## src/rtl/core/stt_pkg.sv

```systemverilog
// Shared types, codes and constants for the sorted timer table.
package stt_pkg;

   // Default number of timer cells in the chain
   localparam int TABLE_DEPTH_DEF = 16;

   // Field widths
   localparam int ACTION_W   = 3;
   localparam int DELAY_W    = 32;
   localparam int TAG_W      = 8;
   localparam int OWNER_W    = 8;
   localparam int PARAM_W    = 32;
   localparam int TIME_W     = 48;
   localparam int STATUS_W   = 2;
   localparam int REMOVED_W  = 5;
   localparam int REMOVED_MAX = 31;

   // Action codes
   localparam logic [ACTION_W-1:0] ACT_ADD    = 3'd0;
   localparam logic [ACTION_W-1:0] ACT_CHECK  = 3'd1;
   localparam logic [ACTION_W-1:0] ACT_CANCEL = 3'd2;
   localparam logic [ACTION_W-1:0] ACT_DELETE = 3'd3;
   localparam logic [ACTION_W-1:0] ACT_TICK   = 3'd4;

   // Status codes
   localparam logic [STATUS_W-1:0] STATUS_DONE = 2'd0;
   localparam logic [STATUS_W-1:0] STATUS_FULL = 2'd1;
   localparam logic [STATUS_W-1:0] STATUS_NONE = 2'd2;

   // Cell operation codes
   localparam logic [1:0] CELL_HOLD   = 2'd0;
   localparam logic [1:0] CELL_INSERT = 2'd1;
   localparam logic [1:0] CELL_POP    = 2'd2;
   localparam logic [1:0] CELL_PURGE  = 2'd3;

   // One stored timer
   typedef struct packed {
      logic [TIME_W-1:0]  deadline;
      logic [OWNER_W-1:0] owner;
      logic [TAG_W-1:0]   tag;
      logic [PARAM_W-1:0] ctx;
   } entry_type;

   // Broadcast control from the sequencer to every cell
   typedef struct packed {
      logic [1:0] op;
      logic       owner_only;
      entry_type  key;
   } cell_ctrl_type;

   // Flags handed from one cell to the next
   typedef struct packed {
      logic stay;
      logic shift;
      logic purge;
   } link_type;

endpackage

```

## src/rtl/core/sorted_timer_table_core.sv

```systemverilog
// Top level of the sorted timer table: sequencer, time counter and cell chain.
// Order: a beat is captured into the request registers and executed; its result is registered
//   once the output is free, and cancel and delete first remove every matching entry.
// Throughput: one request in flight; the cell chain drops one matching entry per cycle
//   during cancel/delete. A new request is taken while a result waits.
// Reset: synchronous active-high reset empties the table, zeroes the time counter and
//   drops any pending result beat; entry and result payloads are not cleared.
module sorted_timer_table_core #(
   parameter int TABLE_DEPTH = stt_pkg::TABLE_DEPTH_DEF
) (
   input  logic                           clock,
   input  logic                           reset,
   input  logic                           req_valid,
   output logic                           req_stall,
   input  logic [stt_pkg::ACTION_W-1:0]   req_action,
   input  logic [stt_pkg::DELAY_W-1:0]    req_delay_ms,
   input  logic [stt_pkg::TAG_W-1:0]      req_tag,
   input  logic [stt_pkg::OWNER_W-1:0]    req_owner,
   input  logic [stt_pkg::PARAM_W-1:0]    req_param,
   input  logic [stt_pkg::TIME_W-1:0]     req_deadline,
   output logic                           rsp_valid,
   input  logic                           rsp_stall,
   output logic [stt_pkg::STATUS_W-1:0]   rsp_status,
   output logic                           rsp_fired,
   output logic [stt_pkg::TIME_W-1:0]     rsp_due_time,
   output logic [stt_pkg::OWNER_W-1:0]    rsp_fired_owner,
   output logic [stt_pkg::TAG_W-1:0]      rsp_fired_tag,
   output logic [stt_pkg::PARAM_W-1:0]    rsp_fired_param,
   output logic [stt_pkg::REMOVED_W-1:0]  rsp_removed
);

   localparam int CNT_W = $clog2(TABLE_DEPTH + 1);
   localparam int SAT_W = (CNT_W > stt_pkg::REMOVED_W) ? CNT_W : stt_pkg::REMOVED_W;

   localparam logic ST_IDLE = 1'b0;
   localparam logic ST_EXEC = 1'b1;

   // Sequencer and request registers
   logic                          state_ff, state_in;
   logic [stt_pkg::ACTION_W-1:0]  act_ff, act_in;
   stt_pkg::entry_type            key_ff, key_in;
   logic [stt_pkg::TIME_W-1:0]    now_ff, now_in;
   logic [CNT_W-1:0]              cnt_ff, cnt_in;

   // Result register
   logic                          rv_ff, rv_in;
   logic [stt_pkg::STATUS_W-1:0]  status_ff, status_in;
   logic                          fired_ff, fired_in;
   logic [stt_pkg::TIME_W-1:0]    due_ff, due_in;
   logic [stt_pkg::OWNER_W-1:0]   fowner_ff, fowner_in;
   logic [stt_pkg::TAG_W-1:0]     ftag_ff, ftag_in;
   logic [stt_pkg::PARAM_W-1:0]   fparam_ff, fparam_in;
   logic [stt_pkg::REMOVED_W-1:0] removed_ff, removed_in;

   // Chain wiring
   stt_pkg::cell_ctrl_type ctrl_w;
   stt_pkg::link_type      link_w [TABLE_DEPTH+1];
   logic                   vld_w  [TABLE_DEPTH];
   stt_pkg::entry_type     ent_w  [TABLE_DEPTH];

   logic             accept_w;
   logic             out_free_w;
   logic             purge_act_w;
   logic             full_w;
   logic             due_w;
   logic             done_w;
   logic [SAT_W-1:0] cnt_ext_w;

   assign link_w[0] = '{stay: 1'b1, shift: 1'b0, purge: 1'b0};

   // Cell chain
   for (genvar i = 0; i < TABLE_DEPTH; i++) begin : g_cell
      stt_pkg::entry_type prev_e;
      stt_pkg::entry_type next_e;
      logic               next_v;
      if (i == 0) begin : g_first
         assign prev_e = '0;
      end else begin : g_mid
         assign prev_e = ent_w[i-1];
      end
      if (i == TABLE_DEPTH - 1) begin : g_last
         assign next_e = '0;
         assign next_v = 1'b0;
      end else begin : g_inner
         assign next_e = ent_w[i+1];
         assign next_v = vld_w[i+1];
      end
      stt_cell u_cell (
         .clock      (clock),
         .reset      (reset),
         .ctrl       (ctrl_w),
         .link_i     (link_w[i]),
         .link_o     (link_w[i+1]),
         .prev_entry (prev_e),
         .next_valid (next_v),
         .next_entry (next_e),
         .valid      (vld_w[i]),
         .entry      (ent_w[i])
      );
   end

   // Status of the chain
   always_comb begin
      accept_w    = req_valid && !req_stall;
      out_free_w  = !rv_ff || !rsp_stall;
      purge_act_w = (act_ff == stt_pkg::ACT_CANCEL) || (act_ff == stt_pkg::ACT_DELETE);
      full_w      = vld_w[TABLE_DEPTH-1];
      due_w       = vld_w[0] && (ent_w[0].deadline < now_ff);
      done_w      = (state_ff == ST_EXEC) && out_free_w &&
                    !(purge_act_w && link_w[TABLE_DEPTH].purge);
      cnt_ext_w   = SAT_W'(cnt_ff);
   end

   // Cell control
   always_comb begin
      ctrl_w.op         = stt_pkg::CELL_HOLD;
      ctrl_w.owner_only = (act_ff == stt_pkg::ACT_DELETE);
      ctrl_w.key        = key_ff;
      if (state_ff == ST_EXEC) begin
         if (purge_act_w) begin
            ctrl_w.op = stt_pkg::CELL_PURGE;
         end else if ((act_ff == stt_pkg::ACT_ADD) && out_free_w && !full_w) begin
            ctrl_w.op = stt_pkg::CELL_INSERT;
         end else if ((act_ff == stt_pkg::ACT_CHECK) && out_free_w && due_w) begin
            ctrl_w.op = stt_pkg::CELL_POP;
         end
      end
   end

   // Sequencer, counter and request capture
   always_comb begin
      state_in = state_ff;
      act_in   = act_ff;
      key_in   = key_ff;
      now_in   = now_ff;
      cnt_in   = cnt_ff;
      unique case (state_ff)
         ST_IDLE: begin
            if (accept_w) begin
               state_in      = ST_EXEC;
               act_in        = req_action;
               key_in.owner  = req_owner;
               key_in.tag    = req_tag;
               key_in.ctx    = req_param;
               key_in.deadline = (req_action == stt_pkg::ACT_ADD) ?
                                 now_ff + stt_pkg::TIME_W'(req_delay_ms) : req_deadline;
               cnt_in        = '0;
            end
         end
         ST_EXEC: begin
            if (purge_act_w && link_w[TABLE_DEPTH].purge) begin
               cnt_in = cnt_ff + CNT_W'(1);
            end
            if (done_w) begin
               state_in = ST_IDLE;
               if (act_ff == stt_pkg::ACT_TICK) begin
                  now_in = now_ff + stt_pkg::TIME_W'(1);
               end
            end
         end
         default: begin
            state_in = ST_IDLE;
         end
      endcase
   end

   // Result beat
   always_comb begin
      rv_in      = rv_ff && rsp_stall;
      status_in  = status_ff;
      fired_in   = fired_ff;
      due_in     = due_ff;
      fowner_in  = fowner_ff;
      ftag_in    = ftag_ff;
      fparam_in  = fparam_ff;
      removed_in = removed_ff;
      if (done_w) begin
         rv_in      = 1'b1;
         status_in  = stt_pkg::STATUS_DONE;
         fired_in   = 1'b0;
         due_in     = '0;
         fowner_in  = '0;
         ftag_in    = '0;
         fparam_in  = '0;
         removed_in = '0;
         unique case (act_ff)
            stt_pkg::ACT_ADD: begin
               if (full_w) begin
                  status_in = stt_pkg::STATUS_FULL;
               end else begin
                  due_in = key_ff.deadline;
               end
            end
            stt_pkg::ACT_CHECK: begin
               if (due_w) begin
                  fired_in  = 1'b1;
                  due_in    = ent_w[0].deadline;
                  fowner_in = ent_w[0].owner;
                  ftag_in   = ent_w[0].tag;
                  fparam_in = ent_w[0].ctx;
               end else begin
                  status_in = stt_pkg::STATUS_NONE;
               end
            end
            stt_pkg::ACT_CANCEL, stt_pkg::ACT_DELETE: begin
               if (cnt_ff == '0) begin
                  status_in = stt_pkg::STATUS_NONE;
               end
               removed_in = (cnt_ext_w > SAT_W'(stt_pkg::REMOVED_MAX)) ?
                            stt_pkg::REMOVED_W'(stt_pkg::REMOVED_MAX) :
                            cnt_ext_w[stt_pkg::REMOVED_W-1:0];
            end
            default: begin
               status_in = stt_pkg::STATUS_DONE;
            end
         endcase
      end
   end

   always_ff @(posedge clock) begin
      if (reset) begin
         state_ff <= ST_IDLE;
         now_ff   <= '0;
         rv_ff    <= 1'b0;
      end else begin
         state_ff <= state_in;
         now_ff   <= now_in;
         rv_ff    <= rv_in;
      end
   end

   // Payload registers
   always_ff @(posedge clock) begin
      act_ff     <= act_in;
      key_ff     <= key_in;
      cnt_ff     <= cnt_in;
      status_ff  <= status_in;
      fired_ff   <= fired_in;
      due_ff     <= due_in;
      fowner_ff  <= fowner_in;
      ftag_ff    <= ftag_in;
      fparam_ff  <= fparam_in;
      removed_ff <= removed_in;
   end

   assign req_stall       = (state_ff != ST_IDLE);
   assign rsp_valid       = rv_ff;
   assign rsp_status      = status_ff;
   assign rsp_fired       = fired_ff;
   assign rsp_due_time    = due_ff;
   assign rsp_fired_owner = fowner_ff;
   assign rsp_fired_tag   = ftag_ff;
   assign rsp_fired_param = fparam_ff;
   assign rsp_removed     = removed_ff;

endmodule

```

## src/rtl/core/stt_cell.sv

```systemverilog
// One cell of the sorted timer chain: holds a single timer slot.
module stt_cell (
   input  logic                  clock,
   input  logic                  reset,
   input  stt_pkg::cell_ctrl_type ctrl,
   input  stt_pkg::link_type     link_i,
   output stt_pkg::link_type     link_o,
   input  stt_pkg::entry_type    prev_entry,
   input  logic                  next_valid,
   input  stt_pkg::entry_type    next_entry,
   output logic                  valid,
   output stt_pkg::entry_type    entry
);

   logic               valid_ff, valid_in;
   stt_pkg::entry_type entry_ff, entry_in;
   logic               later_w;
   logic               hit_w;

   // Compare against the broadcast key
   always_comb begin
      later_w = entry_ff.deadline > ctrl.key.deadline;
      hit_w   = valid_ff && (entry_ff.owner == ctrl.key.owner) &&
                (ctrl.owner_only ||
                 ((entry_ff.tag == ctrl.key.tag) &&
                  (entry_ff.deadline == ctrl.key.deadline)));
      link_o.stay  = valid_ff && !later_w;
      link_o.shift = valid_ff && later_w;
      link_o.purge = link_i.purge | hit_w;
   end

   // Next slot contents
   always_comb begin
      valid_in = valid_ff;
      entry_in = entry_ff;
      unique case (ctrl.op)
         stt_pkg::CELL_HOLD: begin
            valid_in = valid_ff;
         end
         stt_pkg::CELL_INSERT: begin
            if (link_i.shift) begin
               valid_in = 1'b1;
               entry_in = prev_entry;
            end else if (link_i.stay && !link_o.stay) begin
               valid_in = 1'b1;
               entry_in = ctrl.key;
            end
         end
         stt_pkg::CELL_POP: begin
            valid_in = next_valid;
            entry_in = next_entry;
         end
         stt_pkg::CELL_PURGE: begin
            if (link_o.purge) begin
               valid_in = next_valid;
               entry_in = next_entry;
            end
         end
         default: begin
            valid_in = valid_ff;
         end
      endcase
   end

   always_ff @(posedge clock) begin
      if (reset) begin
         valid_ff <= 1'b0;
      end else begin
         valid_ff <= valid_in;
      end
   end

   // Payload carries no reset
   always_ff @(posedge clock) begin
      entry_ff <= entry_in;
   end

   assign valid = valid_ff;
   assign entry = entry_ff;

endmodule

```

## config.mk

```make
export PLATFORM = sky130hd
export DESIGN_NAME = sorted_timer_table_core
export DESIGN_NICKNAME = d
export VERILOG_FILES = /design/src/rtl/core/stt_pkg.sv /design/src/rtl/core/sorted_timer_table_core.sv /design/src/rtl/core/stt_cell.sv
export SDC_FILE = /design/constraint.sdc
export NUM_CORES = 2
export LEC_CHECK = 0
export BUFFER_PORTS_ARGS = -buffer_cell sky130_fd_sc_hd__buf_4
export CAP_MARGIN = 20
export CELL_PAD_IN_SITES_DETAIL_PLACEMENT = 0
export CELL_PAD_IN_SITES_GLOBAL_PLACEMENT = 1
export CORE_MARGIN = 3
export CORE_UTILIZATION = 46
export CTS_CLUSTER_DIAMETER = 150
export DETAILED_ROUTE_END_ITERATION = 12
export PLACE_DENSITY = 0.77
export SYNTH_ARGS = -nofsm -noshare
export SYNTH_HDL_FRONTEND = slang
export SYNTH_SLANG_ARGS = --single-unit
```

## constraint.sdc

```tcl
create_clock -name clock -period 11.62 [get_ports clock]
set_clock_uncertainty 0.2 [all_clocks]
set_input_delay 1.743 -clock clock [delete_from_list [all_inputs] [get_ports clock]]
set_output_delay 1.743 -clock clock [all_outputs]
set_load 0.01 [all_outputs]
```

== Yosys cells after proc, flatten, opt, wreduce, memory -nomap -nowiden ==
Index checks and enable logic that the tools add are counted.

* Flip-flop bits (word level): 1810
* Output and inout bits: 106

* $add $sub $neg: 3
* Muxes and demuxes: 147
* Reductions and logical operators: 200
* Equal/unequal tests: 89
* Order comparisons: 18
* Bitwise operators: 17

{| class="wikitable"
|+ Operator list
! kind !! count
|-
| case mux 96 bit (3 select lines) || 16
|-
| 2-to-1 mux 96 bit || 47
|-
| equality test 48 bit || 16
|-
| greater-than comparator 48 bit || 16
|-
| equality test 8 bit || 32
|-
| 2-to-1 mux 48 bit || 3
|-
| logical AND 1 bit || 104
|-
| AND reduction 3 bit || 33
|-
| case mux 48 bit (2 select lines) || 1
|-
| 2-to-1 mux 1 bit || 52
|-
| adder 48 x 1 -> 48 bit, second input constant || 1
|-
| adder 48 x 32 -> 48 bit || 1
|-
| < comparator 48 bit || 1
|-
| case mux 1 bit (3 select lines) || 16
|-
| != test 3 x 1 -> 1 bit, second input constant || 15
|-
| logical NOT 1 bit || 36
|-
| != test 2 x 1 -> 1 bit, second input constant || 16
|-
| logical OR 1 bit || 18
|-
| 2-to-1 mux 5 bit || 3
|-
| bitwise OR 1 bit || 15
|-
| 2-to-1 mux 2 bit || 6
|-
| case mux 5 bit (2 select lines) || 1
|-
| equality test 3 x 2 -> 1 bit, second input constant || 2
|-
| logical NOT 3 bit || 2
|-
| 15 further kinds || 21
|}

== Depth between registers and ports, before layout ==
* Word-level depth: 24
* Mapped depth: 16
* Mapped depth without buffers: 12

== By module ==
A second synthesis with hierarchy kept.

* Cell total of the unflattened synthesis: 11214
* Area total of the unflattened synthesis: 114588.6 µm²

{| class="wikitable"
|+ By module, submodules not included
! module !! times used !! sequential area each (µm²) !! area an instance (µm²) !! cells an instance
|-
| stt_cell (g_cell[10].u_cell ...) || 13 || 2902.8 || 6352.3 || 630
|-
| sorted_timer_table_core || 1 || 7247.0 || 12923.6 || 1130
|-
| stt_cell (g_cell[8].u_cell ...) || 2 || 2902.8 || 6372.4 || 632
|-
| stt_cell (g_cell[0].u_cell) || 1 || 2902.8 || 6339.8 || 630
|}

== Least setup slack after synthesis ==
OpenSTA, ideal clock, no wires.

* Kind: flip-flop to flip-flop
* Start: register key_ff, in the netlist ctrl_w[92]
* End: register g_cell[14].u_cell.entry_ff, in the netlist g_cell[14].u_cell.entry[0] (enable)
* Cell stages (with the launch flop): 12
* Library setup time: 0.697 ns
* Path buffers: 0
* Required time: 10.723 ns
* Slack: 0.836 ns
* Period minus slack after synthesis: 10.784 ns
* Arrival: 9.887 ns
* Cell sequence: edfxtp_1 -> inv_1 -> ha_1 -> and3_1 -> nand4_1 -> or4_1 -> or3_1 -> o21a_1 -> o211ai_2 -> nor2_1 -> a22oi_1 -> a21boi_0

* Longest elaborated chain between the ends: 20
* Elaborated cells on any way between the ends: 86

{| class="wikitable"
|+ RTL lines
! what !! RTL line !! source
|-
| start: declaration || sorted_timer_table_core.sv:41 || <nowiki>stt_pkg::entry_type key_ff, key_in;</nowiki>
|-
| start signal: assignment || sorted_timer_table_core.sv:235 || <nowiki>key_ff <= key_in;</nowiki>
|-
| equality test 48 bit || stt_cell.sv:26 || <nowiki>(entry_ff.deadline == ctrl.key.deadline)));</nowiki>
|-
| logical AND 1 bit || stt_cell.sv:25 || <nowiki>((entry_ff.tag == ctrl.key.tag) &&</nowiki>
|-
| logical OR 1 bit || stt_cell.sv:24 || <nowiki>(ctrl.owner_only ||</nowiki>
|-
| logical AND 1 bit || stt_cell.sv:23 || <nowiki>hit_w = valid_ff && (entry_ff.owner == ctrl.key.owner) &&</nowiki>
|-
| bitwise OR 1 bit (14 in series) || stt_cell.sv:29 || <nowiki>link_o.purge = link_i.purge | hit_w;</nowiki>
|-
| != test 2 x 1 -> 1 bit (no source line) || n/a ||
|-
| AND reduction 3 bit (no source line) (*) || n/a ||
|-
| end signal: assignment || stt_cell.sv:75 || <nowiki>entry_ff <= entry_in;</nowiki>
|-
| end: declaration || stt_cell.sv:16 || <nowiki>stt_pkg::entry_type entry_ff, entry_in;</nowiki>
|}

Mark *: on every way between the ends. The rest lies on a longest branch, timed or not.
A chain may end at the register's enable or synchronous reset.

== Worst setup path after layout ==
* Start: register key_ff, in the netlist ctrl_w[59]
* End: register g_cell[4].u_cell.entry_ff, in the netlist g_cell[4].u_cell.entry[83] (enable)

* Longest elaborated chain between the ends: 10
* Elaborated cells on any way between the ends: 36

{| class="wikitable"
|+ RTL lines
! what !! RTL line
|-
| branches (longest 9 deep; another with greater-than comparator 48 bit) || n/a
|-
| AND reduction 3 bit (no source line) (*) || n/a
|-
| end signal: assignment || stt_cell.sv:75
|-
| end: declaration || stt_cell.sv:16
|}

Every way passes the cells marked *.

==> reports/metrics.yaml <==
status: "complete, no violations"
cts_inserted_buffers: 204
synthArstFlopShare_pct: 0
critPathSlowestCell: "nor4_1"
path_cells: "inv_1 > buf_4 > ha_1 > nand4_1 > nor4_1 > nand4_1 > o21ai_0 > a22oi_2 > and3_1 > nand3_1 > nand2_1 > a41oi_4 > buf_4 > buf_4"
via_count: 87580
fp.dieH_um: 494.8
synth_cell_types: 99
fp-row-count: 178
avgViaCountPerCell: 6.323
ys.flop_type: "edfxtp_1"
initial_core_util_pct: 46.46
cp_max_fo: 39
track_usage_pct: 31.84
root_buffer: "clkbuf_16"
maxCapViolations: 0
crit_path_start_kind: "register"
cp-startpoint: "ctrl_w[59]$_DFFE_PP_"
slew_violations: 0
worstMarginPinSlew_ns: 1.252
totalWireLength_mm: 401.8
ant_nets: 0
post_cts_buffers: 0
synth_edf_count: 1744
io_pins: 241
r2r_start: "ctrl_w[59]$_DFFE_PP_"
clockBufferDepth: 3
synth_top_cell_area_share_pct: 47.65
die_x_um: 494.8
gp_congestion: 1.015
clkSlewWorstSetupHoldPaths_ns: 0.06
fin_crit_sh_pct: 64.09
antenna_found_initial: 17
post-dp-hpwl_mm: 269.8
final_nets: 11500
cts_tree: "built"
yosys_warnings: 0
hp-class: "reg2reg"
globalRouteOverflowTotal: 0
drt_iter0_markers: 10840
synth_fp_nets: 11570
crit_arrival_ns: 7.69
crit_type: "reg2reg"
wl_per_cell_um: 29.01
synth_area_sq_mm: 0.1099
grt_max_degree: 257
synth-seq-cells: 1810
first_global_vias: 83710
drive_gt1_share_pct: 7.650
crit_path_end_kind: "register"
grt_setup_unrepaired: "false"
setup-tns-final_ns: 0
final_cell_mix: "nand2_1, edfxtp_1, o21ai_0"
crit_required_ns: 11.86
drc: 0
leakagePower_uw: 0.04677
timing.fmax_ghz: 0.1343
first_pass_iters: 8
grt_pass1_wl_mm: 580.2
fp.coreArea_sq_mm: 0.2365
portBuffers: 240
cts.sinks: 1810
ir_drop_mv: 0.1468
rrSetupSlack_ns: 4.17
slowest_delay_ns: 0.86
die-area_sq_mm: 0.2448
mostFrequentLayoutCell: "nand2_1"
finalHoldViolCount: 0
period_minus_slack_ns: 7.447
synthCells: 10580
cts-hold-fix-buffers: 0
min_from: "g_cell[15].u_cell.entry[20]$_SDFFCE_PN0P_"
syn_to_final_growth_pct: 10.84
cts_resized: 0
fin_util_pct: 51.50
finalSetupViolCount: 0
critical_path.most_common_cell: "buf_4"
avgSynthCellArea_sq_um: 10.38
seq_area_frac_synth_pct: 48.86
h-tree-depth: 4
powerDensity_mw_per_mm2: 139.8
clk_latency_ns: 0.90
yosys-top-cells-area: "edfxtp_1, ha_1, mux2i_1"
yosys.area.top_type: "edfxtp_1"
slew_headroom_pct: 16.24
[flip-flops by register name, summed over array words and instances, names as in the netlist, 8 cells and up]
signal	cells
ctrl_w	96
rsp_fired_param	32
rsp_due_time	48
g_cell.u_cell.entry	1536
rsp_fired_owner	8
rsp_fired_tag	8
now_ff	48
g_cell.u_cell.valid	16
[final timing paths]
path | to | cells past startpoint
max | g_cell[4].u_cell.entry[83]$_DFFE_PP_ | 14
min | g_cell[14].u_cell.entry[20]$_DFFE_PP_ | 2
max reg2reg | g_cell[4].u_cell.entry[83]$_DFFE_PP_ | 14
min reg2reg | g_cell[14].u_cell.entry[20]$_DFFE_PP_ | 2
[power breakdown]
part | switching, uW | internal (uW)
registers | 280 | 7570
clock network | 2920 | 3940
logic | 1520 | 805
total | 4720 | 12300
[critical path, delay by kind of cell (launching register included)]
family          cells  cell delay [ns]
fa+ha+maj           1             0.40
flops               1             0.75
buf+inv             4             1.99
simple gates        6             2.60
compound gates      3             0.93
[routing by layer]
layer  global-route usage (%)  wire [um]  vias up
li1                         -          -    39030
met1                    44.02     166200    43320
met2                    48.41     176200     4409
met3                    5.580      36460      801
met4                    15.46      22820       14
met5                        0         99        -
[through the flow]
step	total power (uW)	std cells	cell area, sq um	worst slack, ns	hold slack [ns]
after floorplan	9337	10580	109900	0.8355	0.2761
after global placement	10180	13450	114600	4.005	0.2901
final	17030	13850	121800	4.173	0.3002
after global routing	17560	13840	121800	4.064	0.3410
after detailed placement	10240	13450	114700	4.427	0.3059
after CTS	17050	13840	121700	4.330	0.3018
[synthesized netlist by cell type, types with 178 or more instances]
| master | number |
|---|---|
| nand3_1 | 277 |
| nand4_1 | 229 |
| buf_2 | 236 |
| ha_1 | 851 |
| nand2_1 | 1849 |
| edfxtp_1 | 1744 |
| xor2_1 | 178 |
| clkbuf_1 | 424 |
| o21ai_0 | 1135 |
| nor2_1 | 468 |
| o211ai_1 | 220 |
| a21oi_1 | 619 |
| mux2i_1 | 1054 |
[layout make-up]
type                    instances  area, sq um
flip-flops and latches       1810        53690
repair buffers                431         3560
diodes                          8        20.02
clock inverters               120         1595
fillers                     21310       114700
clock buffers                 264         5420
inverters                     151        566.8
multi-input cells            7917        53020
well taps                    3150         3941
[kinds of logic after synthesis]
logic type / Yosys count / synth area share (%)
compound gates: 2469 / 13.11
xor+xnor: 335 / 2.670
fa+ha+maj: 852 / 9.707
buf+inv: 857 / 3.327
flops: 1810 / 48.86
mux: 1055 / 9.610
simple gates: 3206 / 12.72
No activity file was read; power rests on OpenSTA's default activity.
